[config.mk]
export PLATFORM = sky130hd
export DESIGN_NAME = tcp_alpha_window_control_unit
export DESIGN_NICKNAME = d
export VERILOG_FILES = /design/src/design/tawc_pkg.sv /design/src/design/tawc_div.sv /design/src/design/tawc_seq.sv /design/src/design/tcp_alpha_window_control_unit.sv
export SDC_FILE = /design/constraint.sdc
export NUM_CORES = 2
export LEC_CHECK = 0
export BUFFER_PORTS_ARGS = -buffer_cell sky130_fd_sc_hd__buf_2
export CAP_MARGIN = 30
export CORE_ASPECT_RATIO = 2
export CORE_UTILIZATION = 55
export CTS_CLUSTER_SIZE = 25
export DETAILED_ROUTE_END_ITERATION = 7
export MAX_ROUTING_LAYER = met4
export PLACE_DENSITY = 0.8
export SKIP_CTS_REPAIR_TIMING = 1
export SLEW_MARGIN = 20
export SYNTH_ARGS = -nofsm -noshare
export SYNTH_HDL_FRONTEND = slang
export SYNTH_HIERARCHICAL = 1
export SYNTH_SLANG_ARGS = --single-unit
[constraint.sdc]
create_clock -name clock -period 11.9 [get_ports clock]
set_input_delay 1.19 -clock clock [delete_from_list [all_inputs] [get_ports clock]]
set_output_delay 1.19 -clock clock [all_outputs]
set_load 0.1 [all_outputs]
[src/design/tawc_pkg.sv]
package tawc_pkg;

   // item opcodes
   localparam logic [1:0] OP_NEW_ACK = 2'd0;
   localparam logic [1:0] OP_DUP_ACK = 2'd1;
   localparam logic [1:0] OP_TIMEOUT = 2'd2;

   // retransmit kinds
   localparam logic [1:0] RX_NONE    = 2'd0;
   localparam logic [1:0] RX_FAST    = 2'd1;
   localparam logic [1:0] RX_TIMEOUT = 2'd2;

   // send kinds
   localparam logic [1:0] SEND_NONE     = 2'd0;
   localparam logic [1:0] SEND_NORMAL   = 2'd1;
   localparam logic [1:0] SEND_RECOVERY = 2'd2;

   // register indexes
   localparam int unsigned CSR_IDX_W = 3;
   localparam logic [CSR_IDX_W-1:0] CSR_SEG_SIZE    = 3'd0;
   localparam logic [CSR_IDX_W-1:0] CSR_INCR_FACTOR = 3'd1;
   localparam logic [CSR_IDX_W-1:0] CSR_DUP_LIMIT   = 3'd2;
   localparam logic [CSR_IDX_W-1:0] CSR_SLOW_THRESH = 3'd3;
   localparam logic [CSR_IDX_W-1:0] CSR_SACK_ON     = 3'd4;
   localparam logic [CSR_IDX_W-1:0] CSR_INIT_WINDOW = 3'd5;

   // register reset values
   localparam logic [15:0] SEG_SIZE_RESET    = 16'd1460;
   localparam logic [7:0]  INCR_FACTOR_RESET = 8'd1;
   localparam logic [3:0]  DUP_LIMIT_RESET   = 4'd3;
   localparam logic [31:0] SLOW_THRESH_RESET = 32'd65535;
   localparam logic        SACK_ON_RESET     = 1'b1;
   localparam logic [31:0] INIT_WINDOW_RESET = 32'd4380;

   // bytes taken off the segment size in the pipe quotient
   localparam logic [15:0] HDR_BYTES = 16'd12;

   // divider: quotient bits resolved per cycle
   localparam int unsigned DIV_WIDTH     = 32;
   localparam int unsigned DIV_STEP_BITS = 4;

   typedef struct packed {
      logic [15:0] seg_size;
      logic [7:0]  incr_factor;
      logic [3:0]  dup_limit;
      logic [31:0] slow_thresh;
      logic        sack_on;
   } cfg_type;

   typedef struct packed {
      logic [1:0]  opcode;
      logic [7:0]  dup_count;
      logic [31:0] acked_seq;
      logic [31:0] highest_sent;
      logic [31:0] pipe_bytes;
      logic        abort_flag;
   } item_type;

   typedef struct packed {
      logic [31:0] window;
      logic        in_recovery;
      logic [1:0]  retransmit_kind;
      logic [1:0]  send_kind;
      logic [31:0] lost_segments;
      logic        timeout_seen;
   } result_type;

   typedef struct packed {
      logic                 start;
      logic [DIV_WIDTH-1:0] dividend;
      logic [DIV_WIDTH-1:0] divisor;
   } div_req_type;

   typedef struct packed {
      logic                 done;
      logic [DIV_WIDTH-1:0] quotient;
   } div_rsp_type;

   function automatic logic [31:0] sat_add(input logic [31:0] a, input logic [31:0] b);
      logic [32:0] sum;
      sum = {1'b0, a} + {1'b0, b};
      return sum[32] ? 32'hFFFF_FFFF : sum[31:0];
   endfunction

   // serial number compare: a at or after b
   function automatic logic seq_ge(input logic [31:0] a, input logic [31:0] b);
      logic [31:0] diff;
      diff = a - b;
      return ~diff[31];
   endfunction

endpackage

[src/design/tawc_div.sv]
module tawc_div (
   input  logic                  clock,
   input  logic                  reset,
   input  tawc_pkg::div_req_type req,
   output tawc_pkg::div_rsp_type rsp
);

   localparam int unsigned W     = tawc_pkg::DIV_WIDTH;
   localparam int unsigned STEPS = tawc_pkg::DIV_WIDTH / tawc_pkg::DIV_STEP_BITS;
   localparam int unsigned CNT_W = (STEPS > 1) ? $clog2(STEPS) : 1;

   logic             busy_ff;
   logic             done_ff;
   logic [CNT_W-1:0] cnt_ff;
   logic [W-1:0]     rem_ff;
   logic [W-1:0]     quo_ff;
   logic [W-1:0]     dvs_ff;

   logic [W-1:0]     rem_in;
   logic [W-1:0]     quo_in;
   logic [W:0]       part_v;

   // restoring division, several quotient bits per cycle
   always_comb begin
      rem_in = rem_ff;
      quo_in = quo_ff;
      part_v = '0;
      for (int k = 0; k < int'(tawc_pkg::DIV_STEP_BITS); k++) begin
         part_v = {rem_in, quo_in[W-1]};
         quo_in = {quo_in[W-2:0], 1'b0};
         if (part_v >= {1'b0, dvs_ff}) begin
            part_v    = part_v - {1'b0, dvs_ff};
            quo_in[0] = 1'b1;
         end
         rem_in = part_v[W-1:0];
      end
   end

   always_ff @(posedge clock) begin
      if (reset) begin
         busy_ff <= 1'b0;
         done_ff <= 1'b0;
         cnt_ff  <= '0;
      end else begin
         done_ff <= 1'b0;
         if (req.start) begin
            busy_ff <= 1'b1;
            cnt_ff  <= '0;
            rem_ff  <= '0;
            quo_ff  <= req.dividend;
            dvs_ff  <= req.divisor;
         end else if (busy_ff) begin
            rem_ff <= rem_in;
            quo_ff <= quo_in;
            cnt_ff <= cnt_ff + CNT_W'(1);
            if (cnt_ff == CNT_W'(STEPS - 1)) begin
               busy_ff <= 1'b0;
               done_ff <= 1'b1;
            end
         end
      end
   end

   assign rsp.done     = done_ff;
   assign rsp.quotient = quo_ff;

endmodule

[src/design/tawc_seq.sv]
module tawc_seq (
   input  logic                 clock,
   input  logic                 reset,
   input  tawc_pkg::cfg_type    cfg,
   input  logic                 item_valid,
   output logic                 item_ready,
   input  tawc_pkg::item_type   item,
   output logic                 res_valid,
   input  logic                 res_ready,
   output tawc_pkg::result_type res
);

   typedef enum logic [3:0] {
      S_IDLE,
      S_DECODE,
      S_UNIT,
      S_CNT_GO,
      S_CNT_WAIT,
      S_RECOV,
      S_WQ_GO,
      S_WQ_WAIT,
      S_PQ_GO,
      S_PQ_WAIT,
      S_FINISH
   } state_type;

   state_type state_ff, state_in;

   tawc_pkg::item_type   item_ff, item_in;
   tawc_pkg::result_type res_ff, res_in;
   logic                 res_valid_ff, res_valid_in;

   logic [31:0] cwnd_ff, cwnd_in;
   logic [31:0] credit_ff, credit_in;
   logic        rec_ff, rec_in;
   logic [31:0] rp_ff, rp_in;
   logic        tflag_ff, tflag_in;
   logic [31:0] lost_ff, lost_in;
   logic [1:0]  rexmit_ff, rexmit_in;
   logic [1:0]  sendk_ff, sendk_in;
   logic [23:0] unit_ff, unit_in;
   logic [31:0] wq_ff, wq_in;

   tawc_pkg::div_req_type div_req;
   tawc_pkg::div_rsp_type div_rsp;

   logic [23:0] unit_prod;
   logic [19:0] dup_extra;
   logic        enter_rec;
   logic [31:0] cnt_val;
   logic [31:0] cr_a;
   logic [31:0] cr_b;
   logic [1:0]  add_segs;
   logic [31:0] seg_add;
   logic        can_load;

   tawc_div u_div (
      .clock (clock),
      .reset (reset),
      .req   (div_req),
      .rsp   (div_rsp)
   );

   assign unit_prod = {16'd0, cfg.incr_factor} * {8'd0, cfg.seg_size};
   assign dup_extra = {16'd0, cfg.dup_limit} * {4'd0, cfg.seg_size};
   assign enter_rec = (item_ff.dup_count >= {4'd0, cfg.dup_limit}) && !rec_ff &&
                      ((rp_ff == 32'd0) || tawc_pkg::seq_ge(item_ff.acked_seq, rp_ff));
   assign can_load  = !res_valid_ff || res_ready;

   // credit counter: at most one segment from an old surplus, one from this ack
   always_comb begin
      cnt_val  = (div_rsp.quotient == 32'd0) ? 32'd1 : div_rsp.quotient;
      cr_a     = credit_ff;
      add_segs = 2'd0;
      if (cr_a >= cnt_val) begin
         cr_a     = 32'd0;
         add_segs = 2'd1;
      end
      cr_b = cr_a + 32'd1;
      if (cr_b >= cnt_val) begin
         cr_b     = 32'd0;
         add_segs = add_segs + 2'd1;
      end
      case (add_segs)
         2'd1:    seg_add = {16'd0, cfg.seg_size};
         2'd2:    seg_add = {15'd0, cfg.seg_size, 1'b0};
         default: seg_add = 32'd0;
      endcase
   end

   always_comb begin
      div_req.start    = 1'b0;
      div_req.dividend = cwnd_ff;
      div_req.divisor  = 32'd1;
      case (state_ff)
         S_CNT_GO: begin
            div_req.start   = 1'b1;
            div_req.divisor = (unit_ff == 24'd0) ? 32'd1 : {8'd0, unit_ff};
         end
         S_WQ_GO: begin
            div_req.start   = 1'b1;
            div_req.divisor = (cfg.seg_size == 16'd0) ? 32'd1 : {16'd0, cfg.seg_size};
         end
         S_PQ_GO: begin
            div_req.start    = 1'b1;
            div_req.dividend = item_ff.pipe_bytes;
            div_req.divisor  = {16'd0, cfg.seg_size - tawc_pkg::HDR_BYTES};
         end
         default: ;
      endcase
   end

   always_comb begin
      state_in     = state_ff;
      item_in      = item_ff;
      res_in       = res_ff;
      res_valid_in = res_valid_ff;
      cwnd_in      = cwnd_ff;
      credit_in    = credit_ff;
      rec_in       = rec_ff;
      rp_in        = rp_ff;
      tflag_in     = tflag_ff;
      lost_in      = lost_ff;
      rexmit_in    = rexmit_ff;
      sendk_in     = sendk_ff;
      unit_in      = unit_ff;
      wq_in        = wq_ff;

      if (res_valid_ff && res_ready) begin
         res_valid_in = 1'b0;
      end

      case (state_ff)
         S_IDLE: begin
            if (item_valid) begin
               item_in  = item;
               state_in = S_DECODE;
            end
         end
         S_DECODE: begin
            rexmit_in = tawc_pkg::RX_NONE;
            sendk_in  = tawc_pkg::SEND_NONE;
            case (item_ff.opcode)
               tawc_pkg::OP_NEW_ACK: begin
                  if (cwnd_ff < cfg.slow_thresh) begin
                     cwnd_in  = tawc_pkg::sat_add(cwnd_ff, {16'd0, cfg.seg_size});
                     state_in = S_RECOV;
                  end else begin
                     state_in = S_UNIT;
                  end
               end
               tawc_pkg::OP_DUP_ACK: begin
                  if (enter_rec) begin
                     rp_in     = item_ff.highest_sent;
                     rec_in    = 1'b1;
                     cwnd_in   = tawc_pkg::sat_add(cfg.slow_thresh, {12'd0, dup_extra});
                     rexmit_in = tawc_pkg::RX_FAST;
                  end
                  if (enter_rec || rec_ff) begin
                     lost_in  = lost_ff + 32'd1;
                     state_in = S_WQ_GO;
                  end else begin
                     state_in = S_FINISH;
                  end
               end
               tawc_pkg::OP_TIMEOUT: begin
                  if (!item_ff.abort_flag) begin
                     cwnd_in   = {16'd0, cfg.seg_size};
                     tflag_in  = 1'b1;
                     rexmit_in = tawc_pkg::RX_TIMEOUT;
                  end
                  state_in = S_FINISH;
               end
               default: state_in = S_FINISH;
            endcase
         end
         S_UNIT: begin
            unit_in  = unit_prod;
            state_in = S_CNT_GO;
         end
         S_CNT_GO: state_in = S_CNT_WAIT;
         S_CNT_WAIT: begin
            if (div_rsp.done) begin
               credit_in = cr_b;
               cwnd_in   = tawc_pkg::sat_add(cwnd_ff, seg_add);
               state_in  = S_RECOV;
            end
         end
         S_RECOV: begin
            if (rec_ff && !(cfg.sack_on && tawc_pkg::seq_ge(item_ff.acked_seq, rp_ff))) begin
               state_in = S_WQ_GO;
            end else begin
               rec_in   = 1'b0;
               sendk_in = tawc_pkg::SEND_NORMAL;
               state_in = S_FINISH;
            end
         end
         S_WQ_GO: state_in = S_WQ_WAIT;
         S_WQ_WAIT: begin
            if (div_rsp.done) begin
               wq_in = div_rsp.quotient;
               if (cfg.seg_size > tawc_pkg::HDR_BYTES) begin
                  state_in = S_PQ_GO;
               end else begin
                  // pipe quotient counts as zero
                  if (div_rsp.quotient != 32'd0) begin
                     sendk_in = tawc_pkg::SEND_RECOVERY;
                  end
                  state_in = S_FINISH;
               end
            end
         end
         S_PQ_GO: state_in = S_PQ_WAIT;
         S_PQ_WAIT: begin
            if (div_rsp.done) begin
               if (wq_ff > div_rsp.quotient) begin
                  sendk_in = tawc_pkg::SEND_RECOVERY;
               end
               state_in = S_FINISH;
            end
         end
         S_FINISH: begin
            if (can_load) begin
               res_in.window          = cwnd_ff;
               res_in.in_recovery     = rec_ff;
               res_in.retransmit_kind = rexmit_ff;
               res_in.send_kind       = sendk_ff;
               res_in.lost_segments   = lost_ff;
               res_in.timeout_seen    = tflag_ff;
               res_valid_in           = 1'b1;
               state_in               = S_IDLE;
            end
         end
         default: state_in = S_IDLE;
      endcase
   end

   always_ff @(posedge clock) begin
      if (reset) begin
         state_ff     <= S_IDLE;
         res_valid_ff <= 1'b0;
         cwnd_ff      <= tawc_pkg::INIT_WINDOW_RESET;
         credit_ff    <= 32'd0;
         rec_ff       <= 1'b0;
         rp_ff        <= 32'd0;
         tflag_ff     <= 1'b0;
         lost_ff      <= 32'd0;
      end else begin
         state_ff     <= state_in;
         res_valid_ff <= res_valid_in;
         cwnd_ff      <= cwnd_in;
         credit_ff    <= credit_in;
         rec_ff       <= rec_in;
         rp_ff        <= rp_in;
         tflag_ff     <= tflag_in;
         lost_ff      <= lost_in;
      end
      item_ff   <= item_in;
      res_ff    <= res_in;
      rexmit_ff <= rexmit_in;
      sendk_ff  <= sendk_in;
      unit_ff   <= unit_in;
      wq_ff     <= wq_in;
   end

   assign item_ready = (state_ff == S_IDLE);
   assign res_valid  = res_valid_ff;
   assign res        = res_ff;

endmodule

[src/design/tcp_alpha_window_control_unit.sv]
// congestion window engine for a tcp sender, one word in and one word out per event.
// req channel: one event per word (new ack, duplicate ack or retransmit timeout) with
// the sequence state that goes with it. rsp channel: the window, the recovery flag,
// the retransmit and send decisions and the running counters after that event.
// csr channel: register writes by index, always ready, to be issued only while idle.
// a timeout, an unused opcode or a duplicate ack outside recovery goes straight from
// decode to finish; a new ack in slow start outside recovery also passes the recovery
// check. each division runs on the shared divider (4 quotient bits per cycle, 8 steps).
// a new ack at or above the threshold forms alpha*mss in a state of its own and
// divides once for the credit limit, and each send test in recovery divides once or
// twice. the divider is the only arithmetic that iterates.
// one event is worked at a time; req_tready is high only while the sequencer is idle,
// so a new event is accepted only once the last one has finished its work.
// a finished word waits in the output register, and the next event may be accepted
// meanwhile; if rsp_tready stays low, that event finishes its work and then waits.
// reset clears the window to 4380 bytes, the counters and flags to zero, and the
// registers to their defaults; a later write of initial_window does not move the
// live window.
module tcp_alpha_window_control_unit (
   input  logic                                 clock,
   input  logic                                 reset,
   input  logic                                 req_tvalid,
   output logic                                 req_tready,
   // dup_count, acked_seq, highest_sent, pipe_bytes
   input  logic [103:0]                         req_tdata,
   // opcode, abort_flag
   input  logic [2:0]                           req_tuser,
   output logic                                 rsp_tvalid,
   input  logic                                 rsp_tready,
   // window, lost_segments
   output logic [63:0]                          rsp_tdata,
   // in_recovery, retransmit_kind, send_kind, timeout_seen
   output logic [5:0]                           rsp_tuser,
   input  logic                                 csr_valid,
   output logic                                 csr_ready,
   input  logic [tawc_pkg::CSR_IDX_W-1:0]       csr_index,
   input  logic [31:0]                          csr_data
);

   tawc_pkg::cfg_type    cfg_ff;
   tawc_pkg::item_type   item;
   tawc_pkg::result_type res;

   assign csr_ready = 1'b1;

   always_ff @(posedge clock) begin
      if (reset) begin
         cfg_ff.seg_size    <= tawc_pkg::SEG_SIZE_RESET;
         cfg_ff.incr_factor <= tawc_pkg::INCR_FACTOR_RESET;
         cfg_ff.dup_limit   <= tawc_pkg::DUP_LIMIT_RESET;
         cfg_ff.slow_thresh <= tawc_pkg::SLOW_THRESH_RESET;
         cfg_ff.sack_on     <= tawc_pkg::SACK_ON_RESET;
      end else if (csr_valid) begin
         case (csr_index)
            tawc_pkg::CSR_SEG_SIZE:    cfg_ff.seg_size    <= csr_data[15:0];
            tawc_pkg::CSR_INCR_FACTOR: cfg_ff.incr_factor <= csr_data[7:0];
            tawc_pkg::CSR_DUP_LIMIT:   cfg_ff.dup_limit   <= csr_data[3:0];
            tawc_pkg::CSR_SLOW_THRESH: cfg_ff.slow_thresh <= csr_data;
            tawc_pkg::CSR_SACK_ON:     cfg_ff.sack_on     <= csr_data[0];
            // initial window only matters at reset
            tawc_pkg::CSR_INIT_WINDOW: ;
            default: ;
         endcase
      end
   end

   assign item.opcode       = req_tuser[1:0];
   assign item.abort_flag   = req_tuser[2];
   assign item.dup_count    = req_tdata[7:0];
   assign item.acked_seq    = req_tdata[39:8];
   assign item.highest_sent = req_tdata[71:40];
   assign item.pipe_bytes   = req_tdata[103:72];

   tawc_seq u_seq (
      .clock      (clock),
      .reset      (reset),
      .cfg        (cfg_ff),
      .item_valid (req_tvalid),
      .item_ready (req_tready),
      .item       (item),
      .res_valid  (rsp_tvalid),
      .res_ready  (rsp_tready),
      .res        (res)
   );

   assign rsp_tdata = {res.lost_segments, res.window};
   assign rsp_tuser = {res.timeout_seen, res.send_kind, res.retransmit_kind, res.in_recovery};

endmodule
[Yosys cells after proc, flatten, opt, wreduce, memory -nomap -nowiden]
Cells that the tools add are included.
Storage, ports and cells
  register bits: 534
  input port bits: 147
  output and inout port bits: 73
  logic and storage cells: 205
Operators by class
  $add $sub $neg: 13
  multipliers: 2
  $lt $le $gt $ge: 10
  equality and inequality tests: 34
  muxes and demuxes: 63
  bitwise operators: 4
  reductions and logical operators: 44
Operator list (number)
  2-to-1 mux 32 bit: 18
  one-hot mux 32 bit (3 select lines): 2
  subtractor 32 bit: 5
  >= comparator 33 x 32 -> 1 bit: 4
  adder 32 x 1 -> 32 bit, second input constant: 2
  >= comparator 32 bit: 2
  logical NOT 32 bit: 2
  one-hot mux 32 bit (2 select lines): 1
  one-hot mux 4 bit (11 select lines): 1
  one-hot mux 17 bit (2 select lines): 1
  adder 32 x 16 -> 33 bit: 1
  adder 32 x 17 -> 33 bit: 1
  adder 32 x 20 -> 33 bit: 1
  > comparator 32 bit: 1
  less-than comparator 32 bit: 1
  nonzero test 32 bit: 1
  2-to-1 mux 4 bit: 7
  logical NOT 24 bit: 1
  multiplier 8 x 16 -> 24 bit: 1
  2-to-1 mux 24 bit: 1
  AND reduction 2 bit: 11
  multiplier 4 x 16 -> 20 bit: 1
  2-to-1 mux 2 bit: 9
  2-to-1 mux 1 bit: 17
  42 further kinds: 78

[Longest topological paths before layout]
  word-level depth: 13
  gate-level depth with buffers: 55
  depth with buffers taken out: 51

[By module]
The synthesis kept the hierarchy.
Modules (own cells, without submodules)
  tawc_seq: times used 1, cells each 3167, area each 28713.8 um^2, sequential area each 9819.4 um^2
  tawc_div: times used 1, cells each 1428, area each 12239.2 um^2, sequential area each 2982.9 um^2
  tcp_alpha_window_control_unit: times used 1, cells each 258, area each 2581.2 um^2, sequential area each 1221.2 um^2

[Least setup slack after synthesis]
Ideal clock, no wire load.
  kind: register to register
  start point: register u_seq.u_div.dvs_ff[4]
  end point: register u_seq.u_div.rem_ff[22] (data pin)
  library setup time: 0.260 ns
  arrival: 12.018 ns
  data required time: 11.640 ns
  slack: -0.378 ns
  stages on the path, launching flop included: 51
  clock period less this slack: 12.278 ns
  path through: edfxtp_1 > inv_1 > ha_1 > a21o_1 > a211o_1 > o211ai_2 > a31oi_1 > o2111a_1 > o21ai_4 > clkbuf_1 > clkbuf_1 > o21ai_0 > ha_1 > clkbuf_1 > and3_1 > and4_1 > nand3_1 > a211oi_1 > (+15 left out) > a21boi_1 > clkbuf_1 > clkbuf_1 > a211oi_1 > or2_2 > ha_1 > and3_1 > o31ai_1 > nand4b_1 > a311oi_1 > nor2_1 > o211ai_1 > o221ai_1 > o2111a_1 > a211oi_1 > o311ai_4 > nor2_4 > mux2_2
Between the ends
  cells in the longest elaborated chain, start to end: 9
  elaborated cells between the ends (all ways): 13
  classes of those cells: 4 x add/sub; 4 x order compare; 5 x mux
RTL lines
  start: declaration: line tawc_div.sv:17  | logic [W-1:0] dvs_ff;
  start signal: assignment: line tawc_div.sv:51  | dvs_ff <= req.divisor;
  subtractor 32 bit / >= comparator 33 x 32 -> 1 bit (equally long branches): line tawc_div.sv:32, tawc_div.sv:31
  2-to-1 mux 32 bit: line tawc_div.sv:31  | if (part_v >= {1'b0, dvs_ff}) begin
  subtractor 32 bit / >= comparator 33 x 32 -> 1 bit (equally long branches): line tawc_div.sv:32, tawc_div.sv:31
  2-to-1 mux 32 bit: line tawc_div.sv:31
  subtractor 32 bit / >= comparator 33 x 32 -> 1 bit (equally long branches): line tawc_div.sv:32, tawc_div.sv:31
  2-to-1 mux 32 bit: line tawc_div.sv:31
  subtractor 32 bit / >= comparator 33 x 32 -> 1 bit (equally long branches): line tawc_div.sv:32, tawc_div.sv:31
  2-to-1 mux 32 bit (*): line tawc_div.sv:31
  2-to-1 mux 32 bit (*): line tawc_div.sv:52  | end else if (busy_ff) begin
  end signal: assignment: line tawc_div.sv:53  | rem_ff <= rem_in;
  end: declaration: line tawc_div.sv:15  | logic [W-1:0] rem_ff;
Mark *: on every way between the ends. The rest lies on a longest branch, timed or not. The select of a mux whose other input is x is not followed.
A chain may end at the register's enable or synchronous reset.

[Final worst setup path]
  start point: register u_seq.u_div.rem_ff[27]
  end point: register u_seq.u_div.rem_ff[0] (data pin)
Between the ends
  cells in the longest elaborated chain, start to end: 9
  elaborated cells between the ends (all ways): 12
  classes of those cells: 3 x add/sub; 4 x order compare; 5 x mux
RTL lines (line)
  subtractor 32 bit / >= comparator 33 x 32 -> 1 bit (equally long branches): tawc_div.sv:32, tawc_div.sv:31
  2-to-1 mux 32 bit (*): tawc_div.sv:31
  subtractor 32 bit / >= comparator 33 x 32 -> 1 bit (equally long branches): tawc_div.sv:32, tawc_div.sv:31
  2-to-1 mux 32 bit (*): tawc_div.sv:31
  subtractor 32 bit / >= comparator 33 x 32 -> 1 bit (equally long branches): tawc_div.sv:32, tawc_div.sv:31
  2-to-1 mux 32 bit (*): tawc_div.sv:31
  >= comparator 33 x 32 -> 1 bit (*): tawc_div.sv:31
  2-to-1 mux 32 bit (*): tawc_div.sv:31
  2-to-1 mux 32 bit (*): tawc_div.sv:52
Marked as above.

==> impl_results.md <==
- Worst Path Required: 12.32 ns
- Sequential element share of the synthesized area: 0.322
- Max-cap violations: 0
- Routed Antenna Nets: 0
- Vias in the first global route: 42,059
- Top cells by area, synth: edfxtp_1, ha_1, dfxtp_1, fa_1, nand2_1
- Max-slew violations: 0
- Critical path arrival: 12.16 ns
- Layout Utilization: 0.657
- Fin nets: 6,133
- DR vias: 41,544
- Critical path's most frequent cell: buf_4
- Largest family of logic cells by synthesized area: simple AND/OR/NAND/NOR gates
- Cell Area, Synth: 43,500 um2
- Post-synthesis cell count: 4,853
- TritonCTS buffer count: 49
- H-tree level count: 2
- Area Growth Syn to Fin: 18.0%
- Post-synth EDFFs: 333
- CP max FO: 18
- All-Layer GR Usage: 0.436
- Register Area: 14,000 um2
- Overflow after GRT: 0
- Min-Delay Path Class: reg2reg
- Worst Setup Start Kind: flip-flop
- Flops & latches, synth: 534
- Slew headroom: 0.328
- Worst setup path category: reg2reg
- DR DRC count: 0
- Die height: 400 um
- Crit path depth: 48
- Period utilization: 0.987
- Hold_sp: u_seq/item_ff[38]$_DFFE_PP_
- Num ports: 220
- Die area: 80,400 um2
- Filler Cell Count: 6,481
- Hold path cells: 2
- Prevailing post-synth register cell: edfxtp_1
- Setup TNS: 0 ns
- Final Hold Fails: 0
- Max stage delay cell, worst path: or4b_2
- Clock transition at path regs: 0.07 ns
- Critical path origin: u_seq/u_div/rem_ff[27]$_SDFFCE_PP0P_
- Setup violators final: 0
- Outcome: completed
- CP top delay family: simple AND/OR/NAND/NOR gates
- Worst reg2reg path startpoint: u_seq/u_div/rem_ff[27]$_SDFFCE_PP0P_
- Clk root buf: clkbuf_16
- GPL Wtd Cong: 1.08
- Crit path capture type: flip-flop
- Port Buffer Count: 218
- Cell taking the most area after synthesis: edfxtp_1
- YS warnings: 6
- Largest net degree at the start of global routing: 97
- Average size of a mapped cell: 8.97 um2
- Worst-skew pair later-pin latency: 0.66 ns
- R2R depth: 48
- Site Rows: 145
- Compound-Gate Fraction of Synth Area: 0.177
- Starting Density: 0.557
- RSZ-0062 raised after global routing: yes
- TritonCTS Sinks: 534
- Global-route wire length before repair: 252,000 um
- Die W: 201 um
- Multi-input logic area: 27,500 um2
- Share of layout cells above drive strength 1: 0.191
- Xor/xnor share of the synthesized area: 0.0431
- Initial antenna violation count: 18
- Crit-path max cell delay: 0.77 ns
- Min Clock Period, post-route: 11.74 ns
- Pre-antenna DRT Iters: 6
- WL per Instance: 26.3 um
- Adder-cell area share of the yosys netlist: 0.179
- Worst-case clock buffer depth: 3
- Simple-Gate Fraction of Synth Area: 0.181
- Hold slack: 0.488 ns
- CTS tree: done
- Avg Vias per Cell: 6.37
- HPWL after DPL: 132,000 um
- Drt initial violations: 3,304
- Clk_skew: 0.0151 ns
- Max Freq: 85.2 MHz
- Core area: 78,200 um2
- Worst-Margin Slew: 1.01 ns
- Buf/Inv on CP: 8
- Mux share of post-synthesis cell area: 0.0414
- WL final: 171,000 um
- Area share of the largest cell type after synthesis: 0.230
- Asr flop ratio synth: 0
- Netlist cell types: 107
-- synthesized netlist by cell type (10+ instances only) --
cell type / count
o21bai_1: 25
buf_4: 10
or3_1: 26
o311ai_0: 10
a211o_1: 14
a211oi_1: 62
o22ai_1: 12
fa_1: 135
ha_1: 407
nor2_1: 333
a31oi_1: 31
nor2b_1: 44
o31ai_1: 29
a32o_1: 21
nor4_1: 61
and2_1: 121
a22oi_1: 19
nor3b_1: 17
nand3_1: 126
a2111oi_0: 18
o21ai_0: 227
edfxtp_1: 333
nand2b_1: 101
o211ai_1: 63
a221o_1: 17
buf_1: 12
nand2_1: 466
mux2i_1: 116
and3_1: 45
or2_2: 38
dfxtp_1: 201
buf_2: 25
mux2_2: 57
inv_1: 400
a21o_1: 93
nor3_1: 88
and4_1: 10
xor2_1: 84
clkbuf_1: 182
a311oi_1: 13
a21oi_1: 341
o21a_1: 47
xnor2_1: 130
nand4_1: 69
-- flip-flops by register name (all words and copies together) (netlist names), 2 cells and up --
| signal | cells |
|---|---|
| u_seq/item_ff | 107 |
| u_seq/res | 70 |
| cfg_ff | 61 |
| u_seq/credit_ff | 32 |
| u_seq/cwnd_ff | 32 |
| u_seq/lost_ff | 32 |
| u_seq/rp_ff | 32 |
| u_seq/u_div/dvs_ff | 32 |
| u_seq/u_div/quo_ff | 32 |
| u_seq/u_div/rem_ff | 32 |
| u_seq/wq_ff | 32 |
| u_seq/unit_ff | 24 |
| u_seq/state_ff | 4 |
| u_seq/u_div/cnt_ff | 3 |
| u_seq/rexmit_ff | 2 |
| u_seq/sendk_ff | 2 |
-- worst min-delay path, delay by kind of cell (launching register included) --
family	cells	cell delay, ns
DFF	1	0.32
muxes	1	0.06
and+or+nand+nor	1	0.07
-- area by class of cell --
cell class	count	share of cell area
clock inverter	26	0.00465
tap	1029	0.0251
multi-input combinational	3693	0.535
timing repair buffer	764	0.106
inverter	402	0.0294
clock buffer	65	0.0265
antenna	13	0.000633
sequential	534	0.273
-- cell families (layout without fill, tap and decap cells) --
group	Yosys count	in the layout
AOI/OAI and AO/OA	1168	1168
xor gates and xnor gates	214	214
adders and majority gates	542	542
buffers and inverters	633	1257
DFF	534	534
muxes	173	173
other	2	22
and+or+nand+nor	1587	1587
-- layer usage --
metal	track usage	vias to the layer above	share of wire
li1	-	18618	-
met5	-	-	0
met4	0.480	0	0.13
met2	0.742	2155	0.49
met3	0.0822	1002	0.065
met1	0.388	19769	0.31
-- stage by stage --
step	area, um2	instances	setup slack (ns)
floorplan	43600	4860	0.0752
global placement	49100	6396	-0.619
detailed placement	49200	6404	-0.668
CTS	50800	6495	-0.767
global route	51400	6525	-0.114
finish	51400	6526	0.158
-- cells in the final DEF (no fill, tap or decap), types with 17 or more instances in the layout --
cell type	count
buf_4	522
nand2_1	462
ha_1	403
inv_1	400
a21oi_1	334
edfxtp_1	333
nor2_1	328
buf_2	219
o21ai_0	215
dfxtp_1	201
fa_1	135
xnor2_1	129
nand3_1	125
and2_1	118
mux2i_1	115
nand2b_1	101
a21o_1	93
nor3_1	84
xor2_1	83
nand4_1	69
o211ai_1	63
nor4_1	61
a211oi_1	59
mux2_2	57
clkbuf_16	50
o21a_1	45
and3_1	44
nor2b_1	42
or2_2	37
a31oi_1	27
o31ai_1	25
or3_1	25
o21bai_1	24
a32o_1	21
a22oi_1	19
a2111oi_0	18
nor3b_1	17
-- final timing paths --
check | slack (ns) | to
max | 0.16 | u_seq/u_div/rem_ff[0]$_SDFFCE_PP0P_
min | 0.49 | u_seq/rp_ff[5]$_SDFFE_PP0P_
min reg2reg | 0.49 | u_seq/rp_ff[5]$_SDFFE_PP0P_
max reg2reg | 0.16 | u_seq/u_div/rem_ff[0]$_SDFFCE_PP0P_
Power is not shown: default switching activity piles up to over one toggle a cycle in this logic, so the estimate is an artifact.
